<file path="config.mk">
export PLATFORM = sky130hd
export DESIGN_NAME = utm_to_grid_reference_string_core
export DESIGN_NICKNAME = d
export VERILOG_FILES = /design/src/rtl/utg_pkg.sv /design/src/rtl/utg_front.sv /design/src/rtl/utg_queue.sv /design/src/rtl/utg_back.sv /design/src/rtl/utm_to_grid_reference_string_core.sv
export VERILOG_INCLUDE_DIRS = /design/src /design/src/rtl
export SDC_FILE = /design/constraint.sdc
export NUM_CORES = 2
export LEC_CHECK = 0
export ABC_CLOCK_PERIOD_IN_PS = 16300
export BUFFER_PORTS_ARGS = -buffer_cell sky130_fd_sc_hd__buf_4
export CORE_MARGIN = 3
export CORE_UTILIZATION = 64
export DETAILED_ROUTE_END_ITERATION = 10
export PLACE_DENSITY = 0.87
export SETUP_SLACK_MARGIN = 0.15
export SLEW_MARGIN = 0
export SYNTH_ARGS = -nofsm -noshare
export SYNTH_HDL_FRONTEND = slang
export SYNTH_SLANG_ARGS = --single-unit
</file>
<file path="constraint.sdc">
create_clock -name aclk -period 16.3 [get_ports aclk]
set_input_delay 0.815 -clock aclk [delete_from_list [all_inputs] [get_ports aclk]]
set_output_delay 0.815 -clock aclk [all_outputs]
set_load 0.005 [all_outputs]
</file>
<file path="src/rtl/utm_to_grid_reference_string_core_defines.svh">
// ----------------------------------------------------------------------------
// utm_to_grid_reference_string_core_defines
// Assertion macros shared by the grid reference encoder modules.
// ----------------------------------------------------------------------------
`ifndef UTM_TO_GRID_REFERENCE_STRING_CORE_DEFINES_SVH
`define UTM_TO_GRID_REFERENCE_STRING_CORE_DEFINES_SVH

// Same-cycle implication, disabled while reset is asserted
`define UTG_ASSERT_IMP(name, clk, rstn, ante, cons, msg) \
    name: assert property (@(posedge clk) disable iff (!rstn) (ante) |-> (cons)) \
        else $error(msg);

// Next-cycle implication, disabled while reset is asserted
`define UTG_ASSERT_NXT(name, clk, rstn, ante, cons, msg) \
    name: assert property (@(posedge clk) disable iff (!rstn) (ante) |=> (cons)) \
        else $error(msg);

`endif

</file>
<file path="src/rtl/utg_pkg.sv">
// ----------------------------------------------------------------------------
// utg_pkg
// Types, constants and helper functions of the grid reference encoder.
// ----------------------------------------------------------------------------
package utg_pkg;

    localparam int LAT_W   = 28;
    localparam int LON_W   = 29;
    localparam int NORTH_W = 24;
    localparam int EAST_W  = 20;
    localparam int CHAR_W  = 8;
    localparam int STAT_W  = 2;
    localparam int PREC_W  = 3;
    localparam int REM_W   = 17;

    localparam int QUEUE_DEPTH = 4;

    localparam logic [STAT_W-1:0] STATUS_OK        = 2'd0;
    localparam logic [STAT_W-1:0] STATUS_LAT_RANGE = 2'd1;
    localparam logic [STAT_W-1:0] STATUS_EAST_LOW  = 2'd2;

    localparam logic [PREC_W-1:0] PREC_RESET = 3'd5;
    localparam logic [PREC_W-1:0] PREC_MIN   = 3'd2;
    localparam logic [PREC_W-1:0] PREC_MAX   = 3'd5;

    localparam int LAT_LIMIT_UDEG   = 90000000;
    localparam int BAND_X_LO_UDEG   = 72000000;
    localparam int BAND_X_HI_UDEG   = 84000000;
    localparam int BAND_OFFSET_UDEG = 96000000;
    localparam int LON_HALF_UDEG    = 180000000;
    localparam int LON_FULL_UDEG    = 360000000;

    // zone width 6 deg = 2^7 * 46875 udeg, band height 8 deg = 2^9 * 15625 udeg
    localparam int ZONE_STEP        = 46875;
    localparam int ZONE_RECIP       = 89;
    localparam int ZONE_RECIP_SHIFT = 22;
    localparam int BAND_STEP        = 15625;
    localparam int BAND_RECIP       = 33;
    localparam int BAND_RECIP_SHIFT = 19;
    // 100 km = 2^5 * 3125 m
    localparam int SQUARE_M         = 100000;
    localparam int SQUARE_RECIP     = 671;
    localparam int SQUARE_SHIFT     = 21;
    localparam int ZONE_COUNT       = 60;
    localparam int EAST_WRAP_SQ     = 10;

    localparam int BAND_X_IDX    = 21;
    localparam int BAND_LAST_IDX = 23;
    localparam int LETTER_COUNT  = 24;
    localparam int ROW_COUNT     = 20;
    localparam int ROW_EVEN_ADD  = 5;
    localparam int COL_ZONE_ADD  = 8;

    localparam int DIGIT_STEP  = 10000;
    localparam int DIGIT_RADIX = 10;

    localparam logic [CHAR_W-1:0] CHAR_ZERO = 8'h30;
    localparam logic [CHAR_W-1:0] CHAR_BAD  = 8'h3F;
    localparam logic [CHAR_W-1:0] CHAR_NONE = 8'h00;

    localparam logic [8*24-1:0] LETTERS = "ABCDEFGHJKLMNPQRSTUVWXYZ";

    typedef struct packed {
        logic [STAT_W-1:0] status;
        logic [5:0]        zone;
        logic [4:0]        band;
        logic [4:0]        col;
        logic [4:0]        row;
        logic [REM_W-1:0]  east_rem;
        logic [REM_W-1:0]  north_rem;
    } job_t;

    function automatic logic [CHAR_W-1:0] letter(input logic [4:0] idx);
        logic [CHAR_W-1:0] ch;
        ch = CHAR_BAD;
        for (int k = 0; k < LETTER_COUNT; k++) begin
            if (idx == 5'(k)) begin
                ch = LETTERS[8*(LETTER_COUNT-1-k) +: 8];
            end
        end
        return ch;
    endfunction

    function automatic logic [4:0] mod20(input logic [7:0] v);
        logic [7:0] t;
        t = v;
        if (t >= 8'd160) t = t - 8'd160;
        if (t >= 8'd80)  t = t - 8'd80;
        if (t >= 8'd40)  t = t - 8'd40;
        if (t >= 8'd20)  t = t - 8'd20;
        return t[4:0];
    endfunction

    function automatic logic [1:0] mod3(input logic [5:0] v);
        logic [5:0] t;
        t = v;
        if (t >= 6'd48) t = t - 6'd48;
        if (t >= 6'd24) t = t - 6'd24;
        if (t >= 6'd12) t = t - 6'd12;
        if (t >= 6'd6)  t = t - 6'd6;
        if (t >= 6'd3)  t = t - 6'd3;
        return t[1:0];
    endfunction

    function automatic logic [2:0] zone_tens(input logic [5:0] z);
        logic [2:0] n;
        n = '0;
        for (int k = 1; k <= 6; k++) begin
            if (z >= 6'(10 * k)) n = n + 3'd1;
        end
        return n;
    endfunction

    function automatic logic [3:0] lead_digit(input logic [REM_W-1:0] r);
        logic [3:0] n;
        n = '0;
        for (int k = 1; k <= 9; k++) begin
            if (r >= REM_W'(DIGIT_STEP * k)) n = n + 4'd1;
        end
        return n;
    endfunction

endpackage

</file>
<file path="src/rtl/utg_front.sv">
// ----------------------------------------------------------------------------
// utg_front
// Six-stage front pipeline: range checks, zone, band and 100 km square
// arithmetic, producing one job record per accepted position.
// ----------------------------------------------------------------------------
`include "utm_to_grid_reference_string_core_defines.svh"

module utg_front (
    input  logic                                aclk,
    input  logic                                aresetn,
    input  logic                                in_valid,
    output logic                                in_ready,
    input  logic signed [utg_pkg::LAT_W-1:0]    latitude_udeg,
    input  logic signed [utg_pkg::LON_W-1:0]    longitude_udeg,
    input  logic        [utg_pkg::NORTH_W-1:0]  northing_m,
    input  logic        [utg_pkg::EAST_W-1:0]   easting_m,
    output logic                                job_valid,
    input  logic                                job_ready,
    output utg_pkg::job_t                       job
);

    logic       adv;
    logic [5:0] v_reg;

    // stage 1: input capture
    logic signed [utg_pkg::LAT_W-1:0]   lat_p1_reg;
    logic signed [utg_pkg::LON_W-1:0]   lon_p1_reg;
    logic        [utg_pkg::NORTH_W-1:0] north_p1_reg;
    logic        [utg_pkg::EAST_W-1:0]  east_p1_reg;

    // stage 2: wrap and offset
    logic signed [29:0] lon_ext, lon_wrap, lon_off;
    logic signed [28:0] lat_off;
    logic               lat_bad_p2_next, band_x_p2_next;
    logic               lat_bad_p2_reg, band_x_p2_reg;
    logic [21:0]        y_p2_reg;
    logic [18:0]        zb_p2_reg;
    logic [utg_pkg::NORTH_W-1:0] north_p2_reg;
    logic [utg_pkg::EAST_W-1:0]  east_p2_reg;

    // stage 3: quotient estimates
    logic [28:0] prod_z, prod_n;
    logic [24:0] prod_b, prod_e;
    logic        lat_bad_p3_reg, band_x_p3_reg;
    logic [21:0] y_p3_reg;
    logic [18:0] zb_p3_reg;
    logic [utg_pkg::NORTH_W-1:0] north_p3_reg;
    logic [utg_pkg::EAST_W-1:0]  east_p3_reg;
    logic [5:0]  qz_p3_reg;
    logic [4:0]  qb_p3_reg;
    logic [7:0]  qn_p3_reg;
    logic [3:0]  qe_p3_reg;

    // stage 4: back products
    logic        lat_bad_p4_reg, band_x_p4_reg;
    logic [21:0] y_p4_reg, pz_p4_reg;
    logic [18:0] zb_p4_reg, pb_p4_reg;
    logic [utg_pkg::NORTH_W-1:0] north_p4_reg, pn_p4_reg;
    logic [utg_pkg::EAST_W-1:0]  east_p4_reg, pe_p4_reg;
    logic [5:0]  qz_p4_reg;
    logic [4:0]  qb_p4_reg;
    logic [7:0]  qn_p4_reg;
    logic [3:0]  qe_p4_reg;

    // stage 5: remainder correction
    logic [21:0] rz;
    logic [18:0] rb;
    logic [utg_pkg::NORTH_W-1:0] rn;
    logic [utg_pkg::EAST_W-1:0]  re;
    logic        lat_bad_p5_reg, band_x_p5_reg;
    logic [5:0]  qz_p5_reg;
    logic [4:0]  qb_p5_reg;
    logic [7:0]  qn_p5_reg;
    logic [3:0]  qe_p5_reg;
    logic [utg_pkg::REM_W-1:0] er_p5_reg, nr_p5_reg;
    logic [5:0]  qz_p5_next;
    logic [4:0]  qb_p5_next;
    logic [7:0]  qn_p5_next;
    logic [3:0]  qe_p5_next;
    logic [utg_pkg::REM_W-1:0] er_p5_next, nr_p5_next;

    // stage 6: job assembly
    utg_pkg::job_t job_next, job_reg;
    logic [5:0] zone;
    logic [3:0] scol;
    logic [4:0] row_sum;
    logic [5:0] col_sum;
    logic [1:0] zone_m3;

    assign adv       = !v_reg[5] || job_ready;
    assign in_ready  = adv;
    assign job_valid = v_reg[5];
    assign job       = job_reg;

    always_ff @(posedge aclk) begin
        if (!aresetn) begin
            v_reg <= '0;
        end else if (adv) begin
            v_reg <= {v_reg[4:0], in_valid};
        end
    end

    always_comb begin
        lon_ext = $signed({lon_p1_reg[utg_pkg::LON_W-1], lon_p1_reg});
        if (lon_ext >= 30'(utg_pkg::LON_HALF_UDEG)) begin
            lon_wrap = lon_ext - 30'(utg_pkg::LON_FULL_UDEG);
        end else if (lon_ext < -30'(utg_pkg::LON_HALF_UDEG)) begin
            lon_wrap = lon_ext + 30'(utg_pkg::LON_FULL_UDEG);
        end else begin
            lon_wrap = lon_ext;
        end
        lon_off = lon_wrap + 30'(utg_pkg::LON_HALF_UDEG);
        lat_off = $signed({lat_p1_reg[utg_pkg::LAT_W-1], lat_p1_reg})
                  + 29'(utg_pkg::BAND_OFFSET_UDEG);
        lat_bad_p2_next = (lat_p1_reg < 28'(-utg_pkg::LAT_LIMIT_UDEG))
                       || (lat_p1_reg > 28'(utg_pkg::LAT_LIMIT_UDEG));
        band_x_p2_next  = (lat_p1_reg >= 28'(utg_pkg::BAND_X_LO_UDEG))
                       && (lat_p1_reg <= 28'(utg_pkg::BAND_X_HI_UDEG));
    end

    always_comb begin
        prod_z = 29'(y_p2_reg) * 29'(utg_pkg::ZONE_RECIP);
        prod_b = 25'(zb_p2_reg) * 25'(utg_pkg::BAND_RECIP);
        prod_n = 29'(north_p2_reg[utg_pkg::NORTH_W-1:5]) * 29'(utg_pkg::SQUARE_RECIP);
        prod_e = 25'(east_p2_reg[utg_pkg::EAST_W-1:5]) * 25'(utg_pkg::SQUARE_RECIP);
    end

    always_comb begin
        rz = y_p4_reg - pz_p4_reg;
        rb = zb_p4_reg - pb_p4_reg;
        rn = north_p4_reg - pn_p4_reg;
        re = east_p4_reg - pe_p4_reg;
        qz_p5_next = qz_p4_reg;
        qb_p5_next = qb_p4_reg;
        qn_p5_next = qn_p4_reg;
        qe_p5_next = qe_p4_reg;
        nr_p5_next = rn[utg_pkg::REM_W-1:0];
        er_p5_next = re[utg_pkg::REM_W-1:0];
        if (rz >= 22'(utg_pkg::ZONE_STEP)) qz_p5_next = qz_p4_reg + 6'd1;
        if (rb >= 19'(utg_pkg::BAND_STEP)) qb_p5_next = qb_p4_reg + 5'd1;
        if (rn >= 24'(utg_pkg::SQUARE_M)) begin
            qn_p5_next = qn_p4_reg + 8'd1;
            nr_p5_next = 17'(rn - 24'(utg_pkg::SQUARE_M));
        end
        if (re >= 20'(utg_pkg::SQUARE_M)) begin
            qe_p5_next = qe_p4_reg + 4'd1;
            er_p5_next = 17'(re - 20'(utg_pkg::SQUARE_M));
        end
    end

    always_comb begin
        zone    = 6'(utg_pkg::ZONE_COUNT) - qz_p5_reg;
        scol    = (qe_p5_reg == 4'(utg_pkg::EAST_WRAP_SQ)) ? 4'd0 : qe_p5_reg;
        zone_m3 = utg_pkg::mod3(zone - 6'd1);
        row_sum = utg_pkg::mod20(qn_p5_reg)
                  + (zone[0] ? 5'd0 : 5'(utg_pkg::ROW_EVEN_ADD));
        if (row_sum >= 5'(utg_pkg::ROW_COUNT)) row_sum = row_sum - 5'(utg_pkg::ROW_COUNT);
        col_sum = 6'(scol) - 6'd1 + 6'(zone_m3) * 6'(utg_pkg::COL_ZONE_ADD);
        if (col_sum >= 6'(utg_pkg::LETTER_COUNT)) begin
            col_sum = col_sum - 6'(utg_pkg::LETTER_COUNT);
        end

        job_next.zone      = zone;
        job_next.row       = row_sum;
        job_next.col       = col_sum[4:0];
        job_next.east_rem  = er_p5_reg;
        job_next.north_rem = nr_p5_reg;
        if (band_x_p5_reg) begin
            job_next.band = 5'(utg_pkg::BAND_X_IDX);
        end else if (qb_p5_reg > 5'(utg_pkg::BAND_LAST_IDX)) begin
            job_next.band = 5'(utg_pkg::BAND_LAST_IDX);
        end else begin
            job_next.band = qb_p5_reg;
        end
        if (lat_bad_p5_reg) begin
            job_next.status = utg_pkg::STATUS_LAT_RANGE;
        end else if (scol == 4'd0) begin
            job_next.status = utg_pkg::STATUS_EAST_LOW;
        end else begin
            job_next.status = utg_pkg::STATUS_OK;
        end
    end

    always_ff @(posedge aclk) begin
        if (adv) begin
            lat_p1_reg   <= latitude_udeg;
            lon_p1_reg   <= longitude_udeg;
            north_p1_reg <= northing_m;
            east_p1_reg  <= easting_m;

            lat_bad_p2_reg <= lat_bad_p2_next;
            band_x_p2_reg  <= band_x_p2_next;
            y_p2_reg       <= lon_off[28:7];
            zb_p2_reg      <= lat_off[27:9];
            north_p2_reg   <= north_p1_reg;
            east_p2_reg    <= east_p1_reg;

            lat_bad_p3_reg <= lat_bad_p2_reg;
            band_x_p3_reg  <= band_x_p2_reg;
            y_p3_reg       <= y_p2_reg;
            zb_p3_reg      <= zb_p2_reg;
            north_p3_reg   <= north_p2_reg;
            east_p3_reg    <= east_p2_reg;
            qz_p3_reg      <= prod_z[utg_pkg::ZONE_RECIP_SHIFT +: 6];
            qb_p3_reg      <= prod_b[utg_pkg::BAND_RECIP_SHIFT +: 5];
            qn_p3_reg      <= prod_n[utg_pkg::SQUARE_SHIFT +: 8];
            qe_p3_reg      <= prod_e[utg_pkg::SQUARE_SHIFT +: 4];

            lat_bad_p4_reg <= lat_bad_p3_reg;
            band_x_p4_reg  <= band_x_p3_reg;
            y_p4_reg       <= y_p3_reg;
            zb_p4_reg      <= zb_p3_reg;
            north_p4_reg   <= north_p3_reg;
            east_p4_reg    <= east_p3_reg;
            qz_p4_reg      <= qz_p3_reg;
            qb_p4_reg      <= qb_p3_reg;
            qn_p4_reg      <= qn_p3_reg;
            qe_p4_reg      <= qe_p3_reg;
            pz_p4_reg      <= 22'(qz_p3_reg) * 22'(utg_pkg::ZONE_STEP);
            pb_p4_reg      <= 19'(qb_p3_reg) * 19'(utg_pkg::BAND_STEP);
            pn_p4_reg      <= 24'(qn_p3_reg) * 24'(utg_pkg::SQUARE_M);
            pe_p4_reg      <= 20'(qe_p3_reg) * 20'(utg_pkg::SQUARE_M);

            lat_bad_p5_reg <= lat_bad_p4_reg;
            band_x_p5_reg  <= band_x_p4_reg;
            qz_p5_reg      <= qz_p5_next;
            qb_p5_reg      <= qb_p5_next;
            qn_p5_reg      <= qn_p5_next;
            qe_p5_reg      <= qe_p5_next;
            er_p5_reg      <= er_p5_next;
            nr_p5_reg      <= nr_p5_next;

            job_reg <= job_next;
        end
    end

    `UTG_ASSERT_IMP(a_job_fields, aclk, aresetn,
        job_valid && job.status == utg_pkg::STATUS_OK,
        job.zone >= 6'd1 && job.zone <= 6'd60 && job.band <= 5'd23 && job.col <= 5'd23 && job.row <= 5'd19,
        "front: ok job carries an index out of range")

endmodule

</file>
<file path="src/rtl/utg_queue.sv">
// ----------------------------------------------------------------------------
// utg_queue
// Short job queue between the front pipeline and the character serializer.
// ----------------------------------------------------------------------------
`include "utm_to_grid_reference_string_core_defines.svh"

module utg_queue #(
    parameter int DEPTH = utg_pkg::QUEUE_DEPTH
) (
    input  logic          aclk,
    input  logic          aresetn,
    input  logic          in_valid,
    output logic          in_ready,
    input  utg_pkg::job_t in_job,
    output logic          out_valid,
    input  logic          out_pop,
    output utg_pkg::job_t out_job
);

    localparam int AW = (DEPTH > 1) ? $clog2(DEPTH) : 1;
    localparam int CW = $clog2(DEPTH + 1);

    utg_pkg::job_t mem_reg [DEPTH];
    logic [AW-1:0] wr_ptr_reg, rd_ptr_reg, wr_ptr_next, rd_ptr_next;
    logic [CW-1:0] count_reg, count_next;
    logic          push;

    assign in_ready  = count_reg != CW'(DEPTH);
    assign out_valid = count_reg != '0;
    assign out_job   = mem_reg[rd_ptr_reg];
    assign push      = in_valid && in_ready;

    always_comb begin
        wr_ptr_next = wr_ptr_reg;
        rd_ptr_next = rd_ptr_reg;
        count_next  = count_reg;
        if (push) begin
            wr_ptr_next = (wr_ptr_reg == AW'(DEPTH - 1)) ? '0 : wr_ptr_reg + AW'(1);
        end
        if (out_pop) begin
            rd_ptr_next = (rd_ptr_reg == AW'(DEPTH - 1)) ? '0 : rd_ptr_reg + AW'(1);
        end
        if (push && !out_pop) begin
            count_next = count_reg + CW'(1);
        end else if (!push && out_pop) begin
            count_next = count_reg - CW'(1);
        end
    end

    always_ff @(posedge aclk) begin
        if (!aresetn) begin
            wr_ptr_reg <= '0;
            rd_ptr_reg <= '0;
            count_reg  <= '0;
        end else begin
            wr_ptr_reg <= wr_ptr_next;
            rd_ptr_reg <= rd_ptr_next;
            count_reg  <= count_next;
        end
    end

    always_ff @(posedge aclk) begin
        if (push) begin
            mem_reg[wr_ptr_reg] <= in_job;
        end
    end

    `UTG_ASSERT_IMP(a_pop_nonempty, aclk, aresetn, out_pop, count_reg != '0,
        "queue: pop while empty")

endmodule

</file>
<file path="src/rtl/utg_back.sv">
// ----------------------------------------------------------------------------
// utg_back
// Character serializer: turns one job into the grid reference characters,
// one per cycle while m_tready is high, through a registered output stage.
// ----------------------------------------------------------------------------
`include "utm_to_grid_reference_string_core_defines.svh"

module utg_back (
    input  logic                             aclk,
    input  logic                             aresetn,
    input  logic [utg_pkg::PREC_W-1:0]       precision_digits,
    input  logic                             job_valid,
    output logic                             job_pop,
    input  utg_pkg::job_t                    job,
    output logic                             m_tvalid,
    input  logic                             m_tready,
    output logic [utg_pkg::CHAR_W-1:0]       m_tdata,
    output logic                             m_tlast,
    output logic [utg_pkg::STAT_W-1:0]       m_tuser
);

    localparam logic [3:0] POS_ZONE_TENS = 4'd0;
    localparam logic [3:0] POS_ZONE_ONES = 4'd1;
    localparam logic [3:0] POS_BAND      = 4'd2;
    localparam logic [3:0] POS_COL       = 4'd3;
    localparam logic [3:0] POS_ROW       = 4'd4;

    logic                        busy_reg, busy_next;
    logic [3:0]                  pos_reg, pos_next;
    utg_pkg::job_t               job_reg;
    logic [utg_pkg::REM_W-1:0]   r_reg, r_next, rem, r_step;
    logic                        out_valid_reg;
    logic [utg_pkg::CHAR_W-1:0]  out_char_reg, ch;
    logic                        out_last_reg;
    logic [utg_pkg::STAT_W-1:0]  out_status_reg;

    logic [utg_pkg::PREC_W-1:0]  d;
    logic [3:0]                  last_pos, east_end, dg;
    logic [2:0]                  tens;
    logic                        is_err, is_last, emit;

    assign m_tvalid = out_valid_reg;
    assign m_tdata  = out_char_reg;
    assign m_tlast  = out_last_reg;
    assign m_tuser  = out_status_reg;

    always_comb begin
        if (precision_digits < utg_pkg::PREC_MIN) begin
            d = utg_pkg::PREC_MIN;
        end else if (precision_digits > utg_pkg::PREC_MAX) begin
            d = utg_pkg::PREC_MAX;
        end else begin
            d = precision_digits;
        end
        last_pos = POS_ROW + {d, 1'b0};
        east_end = POS_ROW + {1'b0, d};
        is_err   = job_reg.status != utg_pkg::STATUS_OK;
        is_last  = is_err || pos_reg == last_pos;
        emit     = busy_reg && (!out_valid_reg || m_tready);
        job_pop  = job_valid && (!busy_reg || (emit && is_last));

        dg     = utg_pkg::lead_digit(r_reg);
        rem    = r_reg - 17'(dg) * 17'(utg_pkg::DIGIT_STEP);
        r_step = 17'(rem[13:0]) * 17'(utg_pkg::DIGIT_RADIX);
        tens   = utg_pkg::zone_tens(job_reg.zone);

        case (pos_reg)
            POS_ZONE_TENS: ch = utg_pkg::CHAR_ZERO + 8'(tens);
            POS_ZONE_ONES: ch = utg_pkg::CHAR_ZERO
                                + 8'(job_reg.zone - 6'(tens) * 6'(utg_pkg::DIGIT_RADIX));
            POS_BAND:      ch = utg_pkg::letter(job_reg.band);
            POS_COL:       ch = utg_pkg::letter(job_reg.col);
            POS_ROW:       ch = utg_pkg::letter(job_reg.row);
            default:       ch = utg_pkg::CHAR_ZERO + 8'(dg);
        endcase
        if (is_err) ch = utg_pkg::CHAR_NONE;

        busy_next = busy_reg;
        pos_next  = pos_reg;
        r_next    = r_reg;
        if (job_pop) begin
            busy_next = 1'b1;
            pos_next  = POS_ZONE_TENS;
            r_next    = job.east_rem;
        end else if (emit && is_last) begin
            busy_next = 1'b0;
        end else if (emit) begin
            pos_next = pos_reg + 4'd1;
            if (pos_reg == east_end) begin
                r_next = job_reg.north_rem;
            end else if (pos_reg > POS_ROW) begin
                r_next = r_step;
            end
        end
    end

    always_ff @(posedge aclk) begin
        if (!aresetn) begin
            busy_reg      <= 1'b0;
            pos_reg       <= POS_ZONE_TENS;
            out_valid_reg <= 1'b0;
        end else begin
            busy_reg <= busy_next;
            pos_reg  <= pos_next;
            if (emit) begin
                out_valid_reg <= 1'b1;
            end else if (m_tready) begin
                out_valid_reg <= 1'b0;
            end
        end
    end

    always_ff @(posedge aclk) begin
        r_reg <= r_next;
        if (job_pop) begin
            job_reg <= job;
        end
        if (emit) begin
            out_char_reg   <= ch;
            out_last_reg   <= is_last;
            out_status_reg <= job_reg.status;
        end
    end

    `UTG_ASSERT_IMP(a_err_single, aclk, aresetn,
        m_tvalid && m_tuser != utg_pkg::STATUS_OK,
        m_tlast && m_tdata == utg_pkg::CHAR_NONE,
        "back: error result must be a single zero character")
    `UTG_ASSERT_IMP(a_pos_bound, aclk, aresetn, busy_reg, pos_reg <= 4'd14,
        "back: character position beyond longest string")
    `UTG_ASSERT_NXT(a_idle_after_last, aclk, aresetn, emit && is_last && !job_valid,
        !busy_reg, "back: still busy after last character with empty queue")

endmodule

</file>
<file path="src/rtl/utm_to_grid_reference_string_core.sv">
// ----------------------------------------------------------------------------
// utm_to_grid_reference_string_core
// Encodes latitude, longitude, UTM northing and easting into a grid
// reference string, one ASCII character per output transfer.
//
//   channel   dir  handshake          payload
//   s_        in   s_tvalid/s_tready  lat, lon, northing, easting in s_tdata
//   m_        out  m_tvalid/m_tready  char in m_tdata, last in m_tlast, status
//   cfg_      in   cfg_valid/cfg_ready precision_digits in cfg_data
//
// A job passes the front pipeline and then waits in a 4-entry queue.
// The serializer emits one character per cycle while m_tready is high;
// 5 + 2*d per position (9 to 15, d = clamped precision_digits), one on error.
// aresetn clears the pipeline, queue and output stage; precision resets to 5.
// m_tready low holds the output register; a full queue drops s_tready.
// ----------------------------------------------------------------------------
module utm_to_grid_reference_string_core #(
    parameter int QUEUE_DEPTH = utg_pkg::QUEUE_DEPTH
) (
    input  logic         aclk,
    input  logic         aresetn,
    input  logic         s_tvalid,
    output logic         s_tready,
    // [27:0] latitude_udeg, [56:28] longitude_udeg, [80:57] northing_m,
    // [100:81] easting_m, [103:101] zero
    input  logic [103:0] s_tdata,
    output logic         m_tvalid,
    input  logic         m_tready,
    // [7:0] char_code
    output logic [7:0]   m_tdata,
    output logic         m_tlast,
    // [1:0] status
    output logic [1:0]   m_tuser,
    input  logic         cfg_valid,
    output logic         cfg_ready,
    input  logic [2:0]   cfg_data
);

    logic [utg_pkg::PREC_W-1:0] prec_reg;
    logic                       f_valid, f_ready, q_valid, q_pop;
    utg_pkg::job_t              f_job, q_job;

    assign cfg_ready = 1'b1;

    always_ff @(posedge aclk) begin
        if (!aresetn) begin
            prec_reg <= utg_pkg::PREC_RESET;
        end else if (cfg_valid && cfg_ready) begin
            prec_reg <= cfg_data;
        end
    end

    utg_front u_front (
        .aclk           (aclk),
        .aresetn        (aresetn),
        .in_valid       (s_tvalid),
        .in_ready       (s_tready),
        .latitude_udeg  (s_tdata[27:0]),
        .longitude_udeg (s_tdata[56:28]),
        .northing_m     (s_tdata[80:57]),
        .easting_m      (s_tdata[100:81]),
        .job_valid      (f_valid),
        .job_ready      (f_ready),
        .job            (f_job)
    );

    utg_queue #(
        .DEPTH (QUEUE_DEPTH)
    ) u_queue (
        .aclk      (aclk),
        .aresetn   (aresetn),
        .in_valid  (f_valid),
        .in_ready  (f_ready),
        .in_job    (f_job),
        .out_valid (q_valid),
        .out_pop   (q_pop),
        .out_job   (q_job)
    );

    utg_back u_back (
        .aclk             (aclk),
        .aresetn          (aresetn),
        .precision_digits (prec_reg),
        .job_valid        (q_valid),
        .job_pop          (q_pop),
        .job              (q_job),
        .m_tvalid         (m_tvalid),
        .m_tready         (m_tready),
        .m_tdata          (m_tdata),
        .m_tlast          (m_tlast),
        .m_tuser          (m_tuser)
    );

endmodule

</file>
# Word-level counts from Yosys, hierarchy flattened
# Memories as Yosys holds them, arrays and structs flattened. A register that Yosys moved wholly into a read port is not among the register bits.
# Cells that the tools add are included.
[totals]
mem_bits_rw = 228
n_memories = 1
word_cells = 420
ff_bits = 689
[memory_table]
columns = ["name", "words", "width", "read_ports", "rd_ports_with_merged_regs", "wr", "line_no", "source"]
rows = [
  ["u_queue.mem_reg", 4, 57, 1, 1, 1, "utg_queue.sv:23", "utg_pkg::job_t mem_reg [DEPTH];"],
]
[classes]
n_reduce_logical = 33
muxes = 130
magnitude_cmp = 40
n_bitwise = 2
eq_ne = 80
n_addsub = 55
mul = 11
[ops]
columns = ["cell", "n"]
rows = [
  ["two-way mux 7 bit", 72],
  ["== test 5 x 4 -> 1 bit (second input constant)", 24],
  ["== test 5 bit (second input constant)", 24],
  ["two-way mux 17 bit", 7],
  ["== test 5 x 3 -> 1 bit (second input constant)", 12],
  ["adder 29 bit (second input constant)", 2],
  ["two-way mux 29 bit", 2],
  [">= comparator 17 x 16 -> 1 bit (second input constant)", 3],
  [">= comparator 17 bit (second input constant)", 3],
  ["two-way mux 4 bit", 10],
  ["case mux 8 bit (5 select lines)", 1],
  ["adder 4 x 1 -> 4 bit (second input constant)", 9],
  [">= comparator 17 x 15 -> 1 bit (second input constant)", 2],
  ["subtractor 17 bit (second input constant)", 2],
  ["two-way mux 8 bit", 4],
  ["== test 5 x 2 -> 1 bit (second input constant)", 6],
  ["two-way mux 3 bit", 10],
  ["two-way mux 6 bit", 5],
  [">= comparator 29 bit (second input constant)", 1],
  ["less-than comparator 29 bit (second input constant)", 1],
  ["multiplier 19 x 10 -> 29 bit (second input constant)", 1],
  ["subtractor 29 bit (second input constant)", 1],
  ["adder 28 bit (second input constant)", 1],
  [">= comparator 28 bit (second input constant)", 1],
  ["other kinds (87)", 147],
]

# Longest topological paths before layout
[depth]
ltp_word = 26
depth_mapped = 40
depth_no_buf = 39

# Hierarchy
# From an unflattened synthesis, not the netlist that was laid out.
[unflattened]
hier_cells = 4331
area_unflattened_um2 = 55174.2
[modules_own_cells]
columns = ["mod", "seq_area_each_um2", "instances", "area_each_um2", "cells_each"]
rows = [
  ["utg_front", 17867.1, 1, 39781.9, 3267],
  ["utg_queue", 7026.7, 1, 8700.8, 346],
  ["utg_back", 2162.1, 1, 6576.3, 707],
  ["utm_to_grid_reference_string_core", 60.1, 1, 115.1, 11],
]

# Least setup slack after synthesis
# OpenSTA, ideal clock, no wires.
[synth_timing]
path_kind = "reg2reg"
startpoint = "register u_queue.count_reg[0]"
endpoint = "register u_front.band_x_p2_reg (enable)"
required_ps = 15365
period_less_slack_ps = 13178
path_slack_ps = 3122
arrival_ps = 12243
path_buffers = 1
setup_time_ps = 935
stages_incl_launch_ff = 5
path_cell_list = "dfxtp_1 -> nor2_1 -> and3_1 -> clkbuf_1 -> inv_1"
[synth_between]
elab_chain_len = 2
[synth_lines]
columns = ["element", "line_no", "source"]
rows = [
  ["start: declaration", "utg_queue.sv:25", "logic [CW-1:0] count_reg, count_next;"],
  ["start signal: assignment", "utg_queue.sv:58", "count_reg <= count_next;"],
  ["!= test 3 bit", "utg_queue.sv:28", "assign in_ready = count_reg != CW'(DEPTH);"],
  ["logical OR 1 bit", "utg_front.sv:90", "assign adv = !v_reg[5] || job_ready;"],
  ["net s_tready", "utm_to_grid_reference_string_core.sv:23", "output logic s_tready,"],
  ["end signal: assignment", "utg_front.sv:192", "band_x_p2_reg <= band_x_p2_next;"],
  ["end: declaration", "utg_front.sv:35", "logic lat_bad_p2_reg, band_x_p2_reg;"],
]
# The timed path passes the listed nets, and every way through them passes these cells.
# A chain may end at the register's enable or synchronous reset.

# Worst setup path in the final report
[layout_timing]
startpoint = "register u_back.r_reg[7] (netlist bit)"
endpoint = "register u_back.r_reg[16] (netlist bit) (data pin)"
[layout_between]
elab_chain_len = 26
word_cells_on_any_way = 34
classes_between = "add/sub: 9; mul: 2; order compare: 9; mux: 14"
[layout_lines]
columns = ["element", "line_no", "source"]
rows = [
  ["start: declaration", "utg_back.sv:31", "logic [utg_pkg::REM_W-1:0] r_reg, r_next, rem, r_step;"],
  ["start signal: assignment", "utg_back.sv:114", "r_reg <= r_next;"],
  [">= comparator 17 x 14 -> 1 bit", "utg_pkg.sv:118", "if (r >= REM_W'(DIGIT_STEP * k)) n = n + 4'd1;"],
  ["two-way mux 1 bit", "utg_pkg.sv:118", ""],
  ["adder 1 x 1 -> 2 bit", "utg_pkg.sv:118", ""],
  ["two-way mux 4 bit", "utg_pkg.sv:118", ""],
  ["adder 4 x 1 -> 4 bit", "utg_pkg.sv:118", ""],
  ["two-way mux 4 bit", "utg_pkg.sv:118", ""],
  ["adder 4 x 1 -> 4 bit", "utg_pkg.sv:118", ""],
  ["two-way mux 4 bit", "utg_pkg.sv:118", ""],
  ["[11 not listed]", "--", ""],
  ["subtractor 14 bit *", "utg_back.sv:63", "rem = r_reg - 17'(dg) * 17'(utg_pkg::DIGIT_STEP);"],
  ["multiplier 14 x 3 -> 16 bit *", "utg_back.sv:64", "r_step = 17'(rem[13:0]) * 17'(utg_pkg::DIGIT_RADIX);"],
  ["two-way mux 17 bit *", "utg_back.sv:91", "end else if (pos_reg > POS_ROW) begin"],
  ["two-way mux 17 bit *", "utg_back.sv:89", "if (pos_reg == east_end) begin"],
  ["two-way mux 17 bit *", "utg_back.sv:87", "end else if (emit) begin"],
  ["two-way mux 17 bit *", "utg_back.sv:85", "end else if (emit && is_last) begin"],
  ["two-way mux 17 bit *", "utg_back.sv:81", "if (job_pop) begin"],
  ["net u_back.r_next (one bit)", "utg_back.sv:31", ""],
]
# The timed path passes the listed nets; every way through them passes the cells marked *. The select of a mux whose other input is x is not followed.

==> impl_metrics.py <==
metrics = {
    "floorplan": {
        "fp-row-count": 106,
        "dieArea_um2": 89600,
        "io_pins": 126,
        "coreArea_um2": 84500,
        "die-height_um": 299,
        "dieWidth_um": 299,
        "start_util": 0.652,
    },
    "timing": {
        "max_slew_margin": 0.192,
        "fmax_mhz": 105,
        "fin_skew_ns": 0.0337,
        "tightestPinTransition_ns": 1.21,
        "finalHoldViolCount": 0,
        "fin_tns_setup_ns": 0,
        "rsz0062_at_grt": "false",
        "fin_crit_sh": 0.586,
        "slew_viol_final": 0,
        "setup_viol": 0,
        "fin_crit_ns": 9.56,
    },
    "synth": {
        "synth_warnings": 0,
        "ys_ff_latch": 911,
        "syn_nets": 5318,
        "synth_cells": 4370,
        "async_reset_ff_frac": 0,
        "avgSynthCellArea_um2": 12.6,
        "synth_common_cells": "edfxtp_1, inv_1, ha_1, fa_1, nor2_1",
        "synthTopCellsByArea": "edfxtp_1, ha_1, fa_1",
        "synth.top_cell.area_share": 0.484,
        "synth_cell_types": 101,
        "yosysTopAreaCell": "edfxtp_1",
        "netlist_area_um2": 55100,
        "synth-edff-count": 887,
        "post-synth-top-count-cell": "edfxtp_1",
        "ys.flop_type": "edfxtp_1",
        "yosysSeqAreaShare": 0.492,
    },
    "finish": {
        "n_fill_cell": 5268,
        "multi_input_area_um2": 25100,
        "register_area_um2": 27100,
        "drive_above_1_share": 0.0847,
        "final_nets": 5459,
        "largest_reg_flops": 228,
        "syn_to_final_growth_pct": 9.19,
        "antennaDiodeCount": 0,
    },
    "drt": {
        "wl_met3_um": 6770,
        "wl_per_cell_um": 19.2,
        "drcViolationCount": 0,
        "drt-initial-drc-count": 2751,
        "highest_layer": "met4",
        "num_vias": 34400,
        "wl_met1_um": 43900,
        "dr.pass1.iters": 6,
        "ant_nets": 0,
        "met2WireLength_um": 55300,
        "totalWireLength_um": 110000,
        "via_per_inst": 6.01,
    },
    "place": {
        "place.gp.congestion": 0.881,
        "portBuffers": 121,
        "dp_hpwl_um": 75100,
    },
    "global_routing": {
        "grt_max_degree": 196,
        "antenna_found_initial": 0,
        "grt_pass1_wl_um": 179000,
        "grt.overflow.total": 0,
        "grt_usage": 0.247,
        "grt_pass1_vias": 35500,
    },
    "worst_setup_path": {
        "required_ns": 16.71,
        "critPathMaxFanout": 11,
        "worstSetupPathType": "reg2reg",
        "r2r.worst_path.cells": 36,
        "cp_slowest_cell": "edfxtp_1",
        "worst_setup_path_start_kind": "flip-flop",
        "r2r_end": "u_back.r_reg[16]",
        "arrival_ns": 9.97,
        "crit_path_end_kind": "flip-flop",
        "critPathMaxStageDelay_ns": 0.55,
        "timing.rr.start": "u_back.r_reg[7]",
        "crit_path_frequent_cell": "ha_1",
        "reg2reg_setup_slack_ns": 6.74,
    },
    "hold_path": {
        "holdPathStages": 1,
        "hold_start": "s_tdata[58]",
        "hp-class": "in2reg",
        "hold_end": "u_front.north_p1_reg[1]",
    },
    "clocking": {
        "hold_buffers": 0,
        "cts_sinks": 911,
        "clockBufferDepth": 3,
        "cts_setup_buffers": 0,
        "tritoncts": "built",
        "htreeDepth": 3,
        "cts_inserted_buffers": 90,
        "clk_pin_slew_ns": 0.06,
        "clk_latency_ns": 0.67,
        "post_cts_resized": 0,
        "clock_tree.root_cell": "clkbuf_16",
    },
    "run": {
        "cap_violations": 0,
    },
    "outcome": {
        "outcome": "completed",
    },
}
==> worst max-delay path: cells and delay by family (launching register included) <==
family | cells | cell delay [ns]
AOI/OAI and AO/OA | 9 | 2.48
adders and majority gates | 12 | 3.62
buffers and inverters | 3 | 0.43
and+or+nand+nor | 5 | 0.58
xor gates and xnor gates | 6 | 1.40
DFF | 1 | 0.55
muxes | 1 | 0.27
==> per-stage QoR <==
stage          std cells  hold WS [ns]  utilization  area, µm²  setup slack, ns
3_3_place_gp        5553         0.400        0.677      57200             7.04
2_1_floorplan       4370         0.400            -      55100             3.12
6_report            5717         0.321        0.712      60100             6.74
5_1_grt             5717         0.288        0.712      60100             6.14
3_5_place_dp        5553         0.405        0.677      57200             6.78
4_1_cts             5717         0.276        0.712      60100             6.74
==> worst max-delay path by stage <==
stage	from	endpoint	slack (ns)	depth (start not counted)
2_1_floorplan	u_queue.count_reg[0]	u_front.band_x_p2_reg	3.12	4
3_3_place_gp	u_back.r_reg[7]	u_back.r_reg[16]	7.04	36
3_5_place_dp	u_back.r_reg[7]	u_back.r_reg[16]	6.78	36
4_1_cts	u_back.r_reg[7]	u_back.r_reg[16]	6.74	36
5_1_grt	u_back.r_reg[7]	u_back.r_reg[16]	6.14	37
6_report	u_back.r_reg[7]	u_back.r_reg[16]	6.74	36
==> final cells by class <==
type,instances,share of cell area
clock inverters,60,0.00976
multi-input cells,2706,0.418
well taps,1134,0.0236
flip-flops and latches,911,0.451
clock buffers,104,0.0387
repair buffers,137,0.0173
inverters,665,0.0416
==> cell families after synthesis <==
kind of cell               share of synthesized area
DFF                                            0.492
buffers and inverters                         0.0517
other                                      0.0000681
AOI/OAI and AO/OA                             0.0924
and+or+nand+nor                               0.0683
muxes                                         0.0306
xor gates and xnor gates                      0.0442
adders and majority gates                      0.220
==> placed cells by master, fill, tap and decap left out, types with 91 or more instances in the layout <==
cell type  netlist  layout
clkbuf_16        0      91
ha_1           614     614
inv_1          663     662
buf_4            1     136
o21ai_0        153     153
fa_1           222     222
nand2_1        159     159
nor2_1         187     187
edfxtp_1       887     887
a21oi_1        174     174
xnor2_1        181     181
==> metal layers <==
layer  track usage  vias to the layer above
li1              -                    16000
met2         0.432                     1307
met3        0.0362                      294
met5             0                        -
met1         0.315                    16800
met4        0.0866                        0
Power is left out: the tool's default activity adds up to more than one toggle a clock period on the data nets, which glitch-free logic cannot reach.
